**config.mk**
```make
export PLATFORM = sky130hd
export DESIGN_NAME = sampled_adc_moving_average
export DESIGN_NICKNAME = d
export VERILOG_FILES = /design/src/sv/sama_pkg.sv /design/src/sv/sama_front.sv /design/src/sv/sama_queue.sv /design/src/sv/sama_back.sv /design/src/sv/sampled_adc_moving_average.sv
export SDC_FILE = /design/constraint.sdc
export NUM_CORES = 2
export LEC_CHECK = 0
export ABC_AREA = 1
export BUFFER_PORTS_ARGS = -buffer_cell sky130_fd_sc_hd__buf_2
export CAP_MARGIN = 30
export CORE_ASPECT_RATIO = 1.75
export CORE_UTILIZATION = 50
export DETAILED_ROUTE_END_ITERATION = 10
export PLACE_DENSITY = 0.76
export SYNTH_ARGS = -nofsm -noshare
export SYNTH_HDL_FRONTEND = slang
export SYNTH_SLANG_ARGS = --single-unit
```
**constraint.sdc**
```tcl
create_clock -name clock -period 10.8 [get_ports clock]
set_clock_uncertainty 0.1 [all_clocks]
set_input_delay 0.54 -clock clock [delete_from_list [all_inputs] [get_ports clock]]
set_output_delay 0.54 -clock clock [all_outputs]
set_load 0.005 [all_outputs]
```
**src/sv/sama_pkg.sv**
```systemverilog
// shared types and constants for the sampled converter moving average
`timescale 1ns / 1ps

package sama_pkg;

   localparam int SAMPLE_W    = 12;
   localparam int VALUE_W     = 16;
   localparam int INTERVAL_W  = 10;
   localparam int AVG_LEN_W   = 7;
   localparam int VREF_W      = 16;
   localparam int CSR_INDEX_W = 2;
   localparam int CSR_DATA_W  = 16;
   localparam int PROD_W      = VREF_W + VALUE_W;
   localparam int QUEUE_DEPTH = 2;
   localparam int QPTR_W      = 1;
   localparam int QCOUNT_W    = 2;

   localparam logic [VALUE_W-1:0] VALUE_MAX    = 16'hFFFF;
   localparam logic [VALUE_W-1:0] FAILED_VALUE = 16'hFFFF;
   localparam logic [11:0]        FULL_SCALE   = 12'd4095;

   localparam logic [INTERVAL_W-1:0] INTERVAL_RESET = 10'd100;
   localparam logic [AVG_LEN_W-1:0]  AVG_LEN_RESET  = 7'd16;
   localparam logic [VREF_W-1:0]     VREF_RESET     = 16'd3300;

   localparam logic [CSR_INDEX_W-1:0] CSR_SAMPLE_INTERVAL = 2'd0;
   localparam logic [CSR_INDEX_W-1:0] CSR_AVERAGE_LENGTH  = 2'd1;
   localparam logic [CSR_INDEX_W-1:0] CSR_VREF_MV         = 2'd2;

   typedef struct packed {
      logic [SAMPLE_W-1:0] sample;
      logic                read_failed;
   } req_type;

   typedef struct packed {
      logic               sampled;
      logic [VALUE_W-1:0] last_sample;
      logic [VALUE_W-1:0] mean;
      logic [VALUE_W-1:0] mean_mv;
   } rsp_type;

   // classified tick handed from front to back
   typedef struct packed {
      logic               take;
      logic [VALUE_W-1:0] value;
   } item_type;

   typedef struct packed {
      logic [AVG_LEN_W-1:0] avg_len;
      logic [VREF_W-1:0]    vref;
      logic                 clear;
   } cfg_type;

   typedef enum logic [2:0] {
      ST_IDLE,
      ST_READ,
      ST_DIVIDE,
      ST_MULT,
      ST_REDUCE,
      ST_FINISH,
      ST_DONE
   } state_type;

endpackage

```
**src/sv/sama_front.sv**
```systemverilog
// front end: tick counting and sample classification
`timescale 1ns / 1ps

module sama_front import sama_pkg::*; (
   input  logic                  clock,
   input  logic                  reset,
   input  logic                  req_valid,
   output logic                  req_stall,
   input  req_type               req_data,
   input  logic [INTERVAL_W-1:0] interval,
   input  logic                  queue_full,
   output logic                  push_valid,
   output item_type              push_item
);

   logic [INTERVAL_W-1:0] elapsed_ff;
   logic [INTERVAL_W-1:0] elapsed_in;
   logic                  accept;
   logic                  take;

   assign req_stall  = queue_full;
   assign accept     = req_valid && !queue_full;
   assign take       = elapsed_ff >= interval;
   assign push_valid = accept;

   always_comb begin
      push_item.take  = take;
      push_item.value = req_data.read_failed ? FAILED_VALUE
                                             : VALUE_W'(req_data.sample);
   end

   always_comb begin
      elapsed_in = elapsed_ff;
      if (accept) begin
         elapsed_in = take ? '0 : elapsed_ff + INTERVAL_W'(1);
      end
   end

   always_ff @(posedge clock) begin
      if (reset) begin
         elapsed_ff <= '0;
      end else begin
         elapsed_ff <= elapsed_in;
      end
   end

endmodule

```
**src/sv/sama_queue.sv**
```systemverilog
// two-entry queue between front and back
`timescale 1ns / 1ps

module sama_queue import sama_pkg::*; (
   input  logic     clock,
   input  logic     reset,
   input  logic     push_valid,
   input  item_type push_item,
   output logic     full,
   output logic     empty,
   input  logic     pop,
   output item_type head
);

   item_type              entry_ff [QUEUE_DEPTH];
   logic [QPTR_W-1:0]     wr_ptr_ff, wr_ptr_in;
   logic [QPTR_W-1:0]     rd_ptr_ff, rd_ptr_in;
   logic [QCOUNT_W-1:0]   count_ff, count_in;
   logic                  do_push;
   logic                  do_pop;

   assign full    = count_ff == QCOUNT_W'(QUEUE_DEPTH);
   assign empty   = count_ff == '0;
   assign do_push = push_valid && !full;
   assign do_pop  = pop && !empty;
   assign head    = entry_ff[rd_ptr_ff];

   always_comb begin
      wr_ptr_in = do_push ? QPTR_W'(wr_ptr_ff + 1'b1) : wr_ptr_ff;
      rd_ptr_in = do_pop ? QPTR_W'(rd_ptr_ff + 1'b1) : rd_ptr_ff;
      count_in  = count_ff;
      if (do_push && !do_pop) begin
         count_in = count_ff + QCOUNT_W'(1);
      end else if (do_pop && !do_push) begin
         count_in = count_ff - QCOUNT_W'(1);
      end
   end

   always_ff @(posedge clock) begin
      if (reset) begin
         wr_ptr_ff <= '0;
         rd_ptr_ff <= '0;
         count_ff  <= '0;
      end else begin
         wr_ptr_ff <= wr_ptr_in;
         rd_ptr_ff <= rd_ptr_in;
         count_ff  <= count_in;
      end
   end

   always_ff @(posedge clock) begin
      if (do_push) begin
         entry_ff[wr_ptr_ff] <= push_item;
      end
   end

endmodule

```
**src/sv/sama_back.sv**
```systemverilog
// back end: sample ring, running sum, serial mean divider and millivolt scaling
`timescale 1ns / 1ps

module sama_back import sama_pkg::*; #(
   parameter int MAX_AVERAGE_LENGTH = 64
) (
   input  logic     clock,
   input  logic     reset,
   input  cfg_type  cfg,
   input  logic     queue_empty,
   input  item_type head,
   output logic     pop,
   output logic     rsp_valid,
   input  logic     rsp_stall,
   output rsp_type  rsp_data
);

   localparam int IDX_W = (MAX_AVERAGE_LENGTH > 1) ? $clog2(MAX_AVERAGE_LENGTH) : 1;
   localparam int LEN_W = $clog2(MAX_AVERAGE_LENGTH + 1);
   localparam int SUM_W = VALUE_W + $clog2(MAX_AVERAGE_LENGTH);
   localparam int CNT_W = $clog2(SUM_W + 1);
   localparam int REM_W = LEN_W + 1;
   localparam int S1_W  = PROD_W - 11;
   localparam int Q1_W  = PROD_W - 12;
   localparam int HI_W  = S1_W - 12;
   localparam int S2_W  = 13;

   state_type            state_ff, state_in;
   logic [VALUE_W-1:0]   store_ff [MAX_AVERAGE_LENGTH];
   logic [VALUE_W-1:0]   rd_data_ff;
   logic                 take_ff, take_in;
   logic [VALUE_W-1:0]   value_ff, value_in;
   logic [IDX_W-1:0]     widx_ff, widx_in;
   logic                 wrapped_ff, wrapped_in;
   logic [SUM_W-1:0]     sum_ff, sum_in;
   logic [VALUE_W-1:0]   latest_ff, latest_in;
   logic [REM_W-1:0]     rem_ff, rem_in;
   logic [SUM_W-1:0]     quo_ff, quo_in;
   logic [CNT_W-1:0]     cnt_ff, cnt_in;
   logic [VALUE_W-1:0]   mean_ff, mean_in;
   logic [PROD_W-1:0]    prod_ff, prod_in;
   logic [S1_W-1:0]      s1_ff, s1_in;
   logic [Q1_W-1:0]      q1_ff, q1_in;
   logic [VALUE_W-1:0]   mv_ff, mv_in;
   logic                 rsp_valid_ff, rsp_valid_in;
   rsp_type              rsp_data_ff, rsp_data_in;

   logic [LEN_W-1:0]     len;
   logic                 out_free;
   logic                 do_update, do_divide, do_mult, do_reduce, do_finish, do_load;
   logic                 div_last;
   logic [VALUE_W-1:0]   old_value;
   logic [SUM_W-1:0]     sum_upd;
   logic [LEN_W-1:0]     widx_inc;
   logic                 wrap;
   logic [REM_W-1:0]     trial;
   logic                 trial_ge;
   logic [VALUE_W-1:0]   mean_sat;
   logic [HI_W-1:0]      s1_hi;
   logic [S2_W-1:0]      s2;
   logic [S1_W-1:0]      q_full;

   // length zero counts as one, above the store depth as the depth
   always_comb begin
      if (cfg.avg_len == '0) begin
         len = LEN_W'(1);
      end else if (int'(cfg.avg_len) > MAX_AVERAGE_LENGTH) begin
         len = LEN_W'(MAX_AVERAGE_LENGTH);
      end else begin
         len = LEN_W'(cfg.avg_len);
      end
   end

   assign out_free = !rsp_valid_ff || !rsp_stall;
   assign div_last = cnt_ff == CNT_W'(SUM_W - 1);

   // next state
   always_comb begin
      state_in = state_ff;
      unique case (state_ff)
         ST_IDLE:   if (!queue_empty) state_in = ST_READ;
         ST_READ:   state_in = ST_DIVIDE;
         ST_DIVIDE: if (div_last) state_in = ST_MULT;
         ST_MULT:   state_in = ST_REDUCE;
         ST_REDUCE: state_in = ST_FINISH;
         ST_FINISH: state_in = ST_DONE;
         ST_DONE:   if (out_free) state_in = ST_IDLE;
         default:   state_in = ST_IDLE;
      endcase
   end

   // control strobes
   always_comb begin
      pop       = 1'b0;
      do_update = 1'b0;
      do_divide = 1'b0;
      do_mult   = 1'b0;
      do_reduce = 1'b0;
      do_finish = 1'b0;
      do_load   = 1'b0;
      unique case (state_ff)
         ST_IDLE:   pop = !queue_empty;
         ST_READ:   do_update = 1'b1;
         ST_DIVIDE: do_divide = 1'b1;
         ST_MULT:   do_mult = 1'b1;
         ST_REDUCE: do_reduce = 1'b1;
         ST_FINISH: do_finish = 1'b1;
         ST_DONE:   do_load = out_free;
         default:   pop = 1'b0;
      endcase
   end

   // entries at or past the write index are unwritten until the ring wraps
   assign old_value = wrapped_ff ? rd_data_ff : '0;
   assign sum_upd   = sum_ff - SUM_W'(old_value) + SUM_W'(value_ff);
   assign widx_inc  = LEN_W'(widx_ff) + LEN_W'(1);
   assign wrap      = widx_inc >= len;

   assign trial    = {rem_ff[REM_W-2:0], quo_ff[SUM_W-1]};
   assign trial_ge = trial >= {1'b0, len};
   assign mean_sat = (quo_ff > SUM_W'(VALUE_MAX)) ? VALUE_MAX : quo_ff[VALUE_W-1:0];

   // x / 4095 with x = 4096a + b: fold a + b twice, then one correction
   assign s1_hi  = s1_ff[S1_W-1:12];
   assign s2     = S2_W'(s1_hi) + S2_W'(s1_ff[11:0]);
   assign q_full = S1_W'(q1_ff) + S1_W'(s1_hi) + S1_W'(s2 >= S2_W'(FULL_SCALE));

   always_comb begin
      take_in      = take_ff;
      value_in     = value_ff;
      widx_in      = widx_ff;
      wrapped_in   = wrapped_ff;
      sum_in       = sum_ff;
      latest_in    = latest_ff;
      rem_in       = rem_ff;
      quo_in       = quo_ff;
      cnt_in       = cnt_ff;
      mean_in      = mean_ff;
      prod_in      = prod_ff;
      s1_in        = s1_ff;
      q1_in        = q1_ff;
      mv_in        = mv_ff;
      rsp_valid_in = rsp_valid_ff && rsp_stall;
      rsp_data_in  = rsp_data_ff;

      if (pop) begin
         take_in  = head.take;
         value_in = head.value;
      end
      if (do_update) begin
         rem_in = '0;
         cnt_in = '0;
         quo_in = sum_ff;
         if (take_ff) begin
            sum_in    = sum_upd;
            quo_in    = sum_upd;
            latest_in = value_ff;
            widx_in   = wrap ? '0 : IDX_W'(widx_inc);
            if (wrap) begin
               wrapped_in = 1'b1;
            end
         end
      end
      if (do_divide) begin
         rem_in = trial_ge ? trial - {1'b0, len} : trial;
         quo_in = {quo_ff[SUM_W-2:0], trial_ge};
         cnt_in = cnt_ff + CNT_W'(1);
      end
      if (do_mult) begin
         mean_in = mean_sat;
         prod_in = PROD_W'(cfg.vref) * PROD_W'(mean_sat);
      end
      if (do_reduce) begin
         s1_in = S1_W'(prod_ff[PROD_W-1:12]) + S1_W'(prod_ff[11:0]);
         q1_in = prod_ff[PROD_W-1:12];
      end
      if (do_finish) begin
         mv_in = (q_full > S1_W'(VALUE_MAX)) ? VALUE_MAX : q_full[VALUE_W-1:0];
      end
      if (do_load) begin
         rsp_valid_in            = 1'b1;
         rsp_data_in.sampled     = take_ff;
         rsp_data_in.last_sample = latest_ff;
         rsp_data_in.mean        = mean_ff;
         rsp_data_in.mean_mv     = mv_ff;
      end
      // a length write restarts the ring
      if (cfg.clear) begin
         widx_in    = '0;
         wrapped_in = 1'b0;
         sum_in     = '0;
      end
   end

   always_ff @(posedge clock) begin
      if (reset) begin
         state_ff     <= ST_IDLE;
         widx_ff      <= '0;
         wrapped_ff   <= 1'b0;
         sum_ff       <= '0;
         latest_ff    <= '0;
         rsp_valid_ff <= 1'b0;
      end else begin
         state_ff     <= state_in;
         widx_ff      <= widx_in;
         wrapped_ff   <= wrapped_in;
         sum_ff       <= sum_in;
         latest_ff    <= latest_in;
         rsp_valid_ff <= rsp_valid_in;
      end
   end

   always_ff @(posedge clock) begin
      take_ff     <= take_in;
      value_ff    <= value_in;
      rem_ff      <= rem_in;
      quo_ff      <= quo_in;
      cnt_ff      <= cnt_in;
      mean_ff     <= mean_in;
      prod_ff     <= prod_in;
      s1_ff       <= s1_in;
      q1_ff       <= q1_in;
      mv_ff       <= mv_in;
      rsp_data_ff <= rsp_data_in;
   end

   always_ff @(posedge clock) begin
      if (do_update && take_ff) begin
         store_ff[widx_ff] <= value_ff;
      end
      rd_data_ff <= store_ff[widx_ff];
   end

   assign rsp_valid = rsp_valid_ff;
   assign rsp_data  = rsp_data_ff;

`ifndef SYNTHESIS
   ast_idx_in_ring: assert property (@(posedge clock) disable iff (reset)
      LEN_W'(widx_ff) < len)
      else $error("write index outside the ring length");

   ast_empty_ring_sum: assert property (@(posedge clock) disable iff (reset)
      (!wrapped_ff && widx_ff == '0) |-> sum_ff == '0)
      else $error("running sum nonzero with an empty ring");

   ast_rsp_from_done: assert property (@(posedge clock) disable iff (reset)
      $rose(rsp_valid_ff) |-> $past(state_ff == ST_DONE))
      else $error("result raised outside the done state");
`endif

endmodule

```
**src/sv/sampled_adc_moving_average.sv**
```systemverilog
// path: a taken tick beat passes the queue, then the back-end states read, divide, multiply,
// reduce, finish and done, and the result register loads once the receiver is not stalling
// the back end takes no new tick until it is through with the last, paced by the bit-serial mean divider
// two ticks queue ahead of the back end, so input is taken while a result waits
// reset: synchronous, active high; registers to defaults and the ring empties at once
// top level: configuration registers and front, queue and back instances
`timescale 1ns / 1ps

module sampled_adc_moving_average import sama_pkg::*; #(
   parameter int MAX_AVERAGE_LENGTH = 64
) (
   input  logic                   clock,
   input  logic                   reset,
   input  logic                   req_valid,
   output logic                   req_stall,
   input  req_type                req_data,
   output logic                   rsp_valid,
   input  logic                   rsp_stall,
   output rsp_type                rsp_data,
   input  logic                   csr_valid,
   output logic                   csr_ready,
   input  logic [CSR_INDEX_W-1:0] csr_index,
   input  logic [CSR_DATA_W-1:0]  csr_data
);

   logic [INTERVAL_W-1:0] interval_ff, interval_in;
   logic [AVG_LEN_W-1:0]  avg_len_ff, avg_len_in;
   logic [VREF_W-1:0]     vref_ff, vref_in;
   logic                  csr_write;
   cfg_type               cfg;
   logic                  push_valid;
   item_type              push_item;
   logic                  queue_full;
   logic                  queue_empty;
   logic                  pop;
   item_type              head;

   assign csr_ready = 1'b1;
   assign csr_write = csr_valid && csr_ready;

   always_comb begin
      interval_in = interval_ff;
      avg_len_in  = avg_len_ff;
      vref_in     = vref_ff;
      if (csr_write) begin
         unique case (csr_index)
            CSR_SAMPLE_INTERVAL: interval_in = csr_data[INTERVAL_W-1:0];
            CSR_AVERAGE_LENGTH:  avg_len_in  = csr_data[AVG_LEN_W-1:0];
            CSR_VREF_MV:         vref_in     = csr_data[VREF_W-1:0];
            default:             interval_in = interval_ff;
         endcase
      end
   end

   always_ff @(posedge clock) begin
      if (reset) begin
         interval_ff <= INTERVAL_RESET;
         avg_len_ff  <= AVG_LEN_RESET;
         vref_ff     <= VREF_RESET;
      end else begin
         interval_ff <= interval_in;
         avg_len_ff  <= avg_len_in;
         vref_ff     <= vref_in;
      end
   end

   always_comb begin
      cfg.avg_len = avg_len_ff;
      cfg.vref    = vref_ff;
      cfg.clear   = csr_write && (csr_index == CSR_AVERAGE_LENGTH);
   end

   sama_front u_front (
      .clock      (clock),
      .reset      (reset),
      .req_valid  (req_valid),
      .req_stall  (req_stall),
      .req_data   (req_data),
      .interval   (interval_ff),
      .queue_full (queue_full),
      .push_valid (push_valid),
      .push_item  (push_item)
   );

   sama_queue u_queue (
      .clock      (clock),
      .reset      (reset),
      .push_valid (push_valid),
      .push_item  (push_item),
      .full       (queue_full),
      .empty      (queue_empty),
      .pop        (pop),
      .head       (head)
   );

   sama_back #(
      .MAX_AVERAGE_LENGTH (MAX_AVERAGE_LENGTH)
   ) u_back (
      .clock       (clock),
      .reset       (reset),
      .cfg         (cfg),
      .queue_empty (queue_empty),
      .head        (head),
      .pop         (pop),
      .rsp_valid   (rsp_valid),
      .rsp_stall   (rsp_stall),
      .rsp_data    (rsp_data)
   );

endmodule

```
==> out/summary.txt <==
Status - completed
Vias - 38,000
Relative slew slack - 0.230
Fraction of power spent switching nets - 0.445
Critical path peak fanout - 16
Clk root buf - clkbuf_16
Count leader, synth - nand2_1
Final std cells w/o fill - 6,650
Row count - 161
CTS tree - done
Port Buffer Count - 86
Critical Path End Type - flop
Seq pwr share - 0.296
Total track usage - 0.283
Core ar. - 0.110 mm²
Leakage - 24.0 nW
Worst slack, placed - 3430 ps
Mapped Nets - 5,388
# DRC - 0
1st-iter DRT viols - 3,454
Post-synth top area share - 0.570
MaxCap Viol Count - 0
Worst slew pin tran - 1140 ps
Initial core utilization - 0.505
Clk pin slew, worst setup/hold paths - 70 ps
Number of flops mapped to enable cells by yosys - 1,059
Setup TNS - 0 ps
Core Util, Final - 0.559
Hold path start - csr_data[9]
#FFs+latches synth - 1,165
Placed Cells - 6,441
Top_reg_cell synth - edfxtp_1
Power Density - 350 mW/mm²
Worst Hold Class - input pin to flop
Drt total wl - 157,000 µm
First drt pass iteration count - 6
Fin crit share - 0.698
R2r startpoint - u_back.quo_ff[17]
Antenna violations before repair - 2
Synth Instances - 4,953
Synthesized area - 0.0558 mm²
ANT nets after route - 0
Clock buffer depth - 3
Die Wd - 255 µm
Clock sinks - 1,165
Routability cong. - 1.00
Reg2reg setup slack - 3260 ps
Ratio of cells with drive above 1 in the final layout - 0.0786
Final worst setup slack - 3260 ps
WL/cell - 23.6 µm
Largest net degree at the start of global routing - 66
Final Net Count - 5,532
Syn_area_per_cell - 11.3 µm²
Synth area leader - edfxtp_1
Final setup fails - 0
Pint - 12.0 mW
Arr. time, crit path - 7850 ps
Grt ovf - 0
Detail-routed via count per cell - 5.72
Die extent in y - 444 µm
RSZ-0062 raised after global routing - false
Ys Warns - 0
Crit path launch - u_back.quo_ff[17]
Critical Path Source Type - flop
Die Footprint - 0.113 mm²
Min Tclk post-route - 7540 ps
Synth top cells by count - nand2_1 (1,206), edfxtp_1 (1,059), inv_1 (538)
Final Hold Viols - 0
Vias in the first global route - 38,600
Ports - 88
Highest Clock Rate - 133 MHz
Layout area overhead - 10.6%
Netlist cell types - 50
Largest cells by area after synthesis - edfxtp_1 (57%), nand2_1 (8.1%), fa_1 (7.7%)
Power share of the clock group - 0.169
First-pass GRT wire length - 233,000 µm
H-tree Lvls - 3
Crit Path Category - flop to flop
Worst skew pair latency - 720 ps
Sequential area share after synthesis - 0.608
Worst VDD drop - 0.660 mV
Combinational Power Share - 0.535
CP required - 11,120 ps
Cts bufs inserted - 100
Hpwl dp - 107,000 µm
P_sw - 9.62 mW
Slew Limit Fails - 0
Fraction of registers with async set/reset - 0
[kinds of logic after synthesis]
family | share of synthesized area
adders and majority gates | 0.118
muxes | 0.000179
DFF | 0.608
and+or+nand+nor | 0.146
other | 0.0000672
AOI/OAI and AO/OA | 0.0624
xor gates and xnor gates | 0.0140
buffers and inverters | 0.0510
[critical path: stages, from the launching register on]
cell and delay (ps):
edfxtp_1 400, nor4_1 320, nand2_1 430, nor2_1 730
inv_1 450, nand2_1 200, fa_1 430, fa_1 540
fa_1 510, inv_1 60, fa_1 520, fa_1 510
inv_1 60, fa_1 490, inv_1 50, ha_1 330
a21oi_1 250, o21ai_0 200, a21oi_1 150, nand2_1 140
nand2_1 110, nand2_1 80, xor2_1 170
[per-layer routing]
layer,vias to the layer above,GRT usage,share of wire
li1,17100,-,-
met1,18400,0.293,0.31
met2,1939,0.500,0.51
met3,600,0.0432,0.077
met4,0,0.231,0.094
met5,-,0,0
[final timing paths]
kind         cells after the start             endpoint
max                             22   u_back.prod_ff[18]
min                              3           vref_ff[9]
max reg2reg                     22   u_back.prod_ff[18]
min reg2reg                      0  u_back.rsp_data[16]
[layout by cell type, fill, tap and decap left out, types with 107 or more instances in the layout]
cell type and n:
a21oi_1 210, a22oi_1 107, edfxtp_1 1059, fa_1 215
ha_1 184, inv_1 537, nand2_1 1206, nand3_1 161
nand4_1 125, nor2_1 390, o21ai_0 154
[power by group through the flow]
stage	Sequential, mW	Clock, mW	Combinational (mW)
4_1_cts	6.39	3.68	11.4
2_1_floorplan	6.57	0	7.77
3_5_place_dp	6.49	0	11.3
5_1_grt	6.41	3.84	12.9
3_3_place_gp	6.48	0	11.2
6_report	6.40	3.65	11.6
[what timing repair did]
action,4_1_cts,5_1_grt
resized for setup,0,0
hold buffers,20,0
setup buffers,0,0
endpoints found under the hold margin,32,0
[area by class of cell]
type                       count  area [µm²]
timing repair buffer         209        1440
inverter                     558        2100
clock buffer                 116        2580
tap                         1467        1840
fill                        9017       48700
multi-input combinational   3063       19100
clock inverter                70         716
sequential                  1165       33900
antenna                        2        5.00
[registers in the layout, indices dropped and copies added, names as in the netlist, 20 cells and up]
signal and cells:
u_back.store_ff 832, u_back.rsp_data 46, u_back.prod_ff 32, u_queue.entry_ff 28, u_back.quo_ff 22, u_back.sum_ff 22
u_back.s1_ff 21, u_back.q1_ff 20
[metrics by stage]
stage          hold slack (ps)  instance area [µm²]  total power, mW
2_1_floorplan              300                55800             14.3
3_3_place_gp               302                58100             17.7
3_5_place_dp               305                58200             17.8
4_1_cts                   2.83                61700             21.5
5_1_grt                   32.3                61700             23.1
6_report                  43.9                61700             21.6
Note: power is estimated with default switching activity, not from simulation.
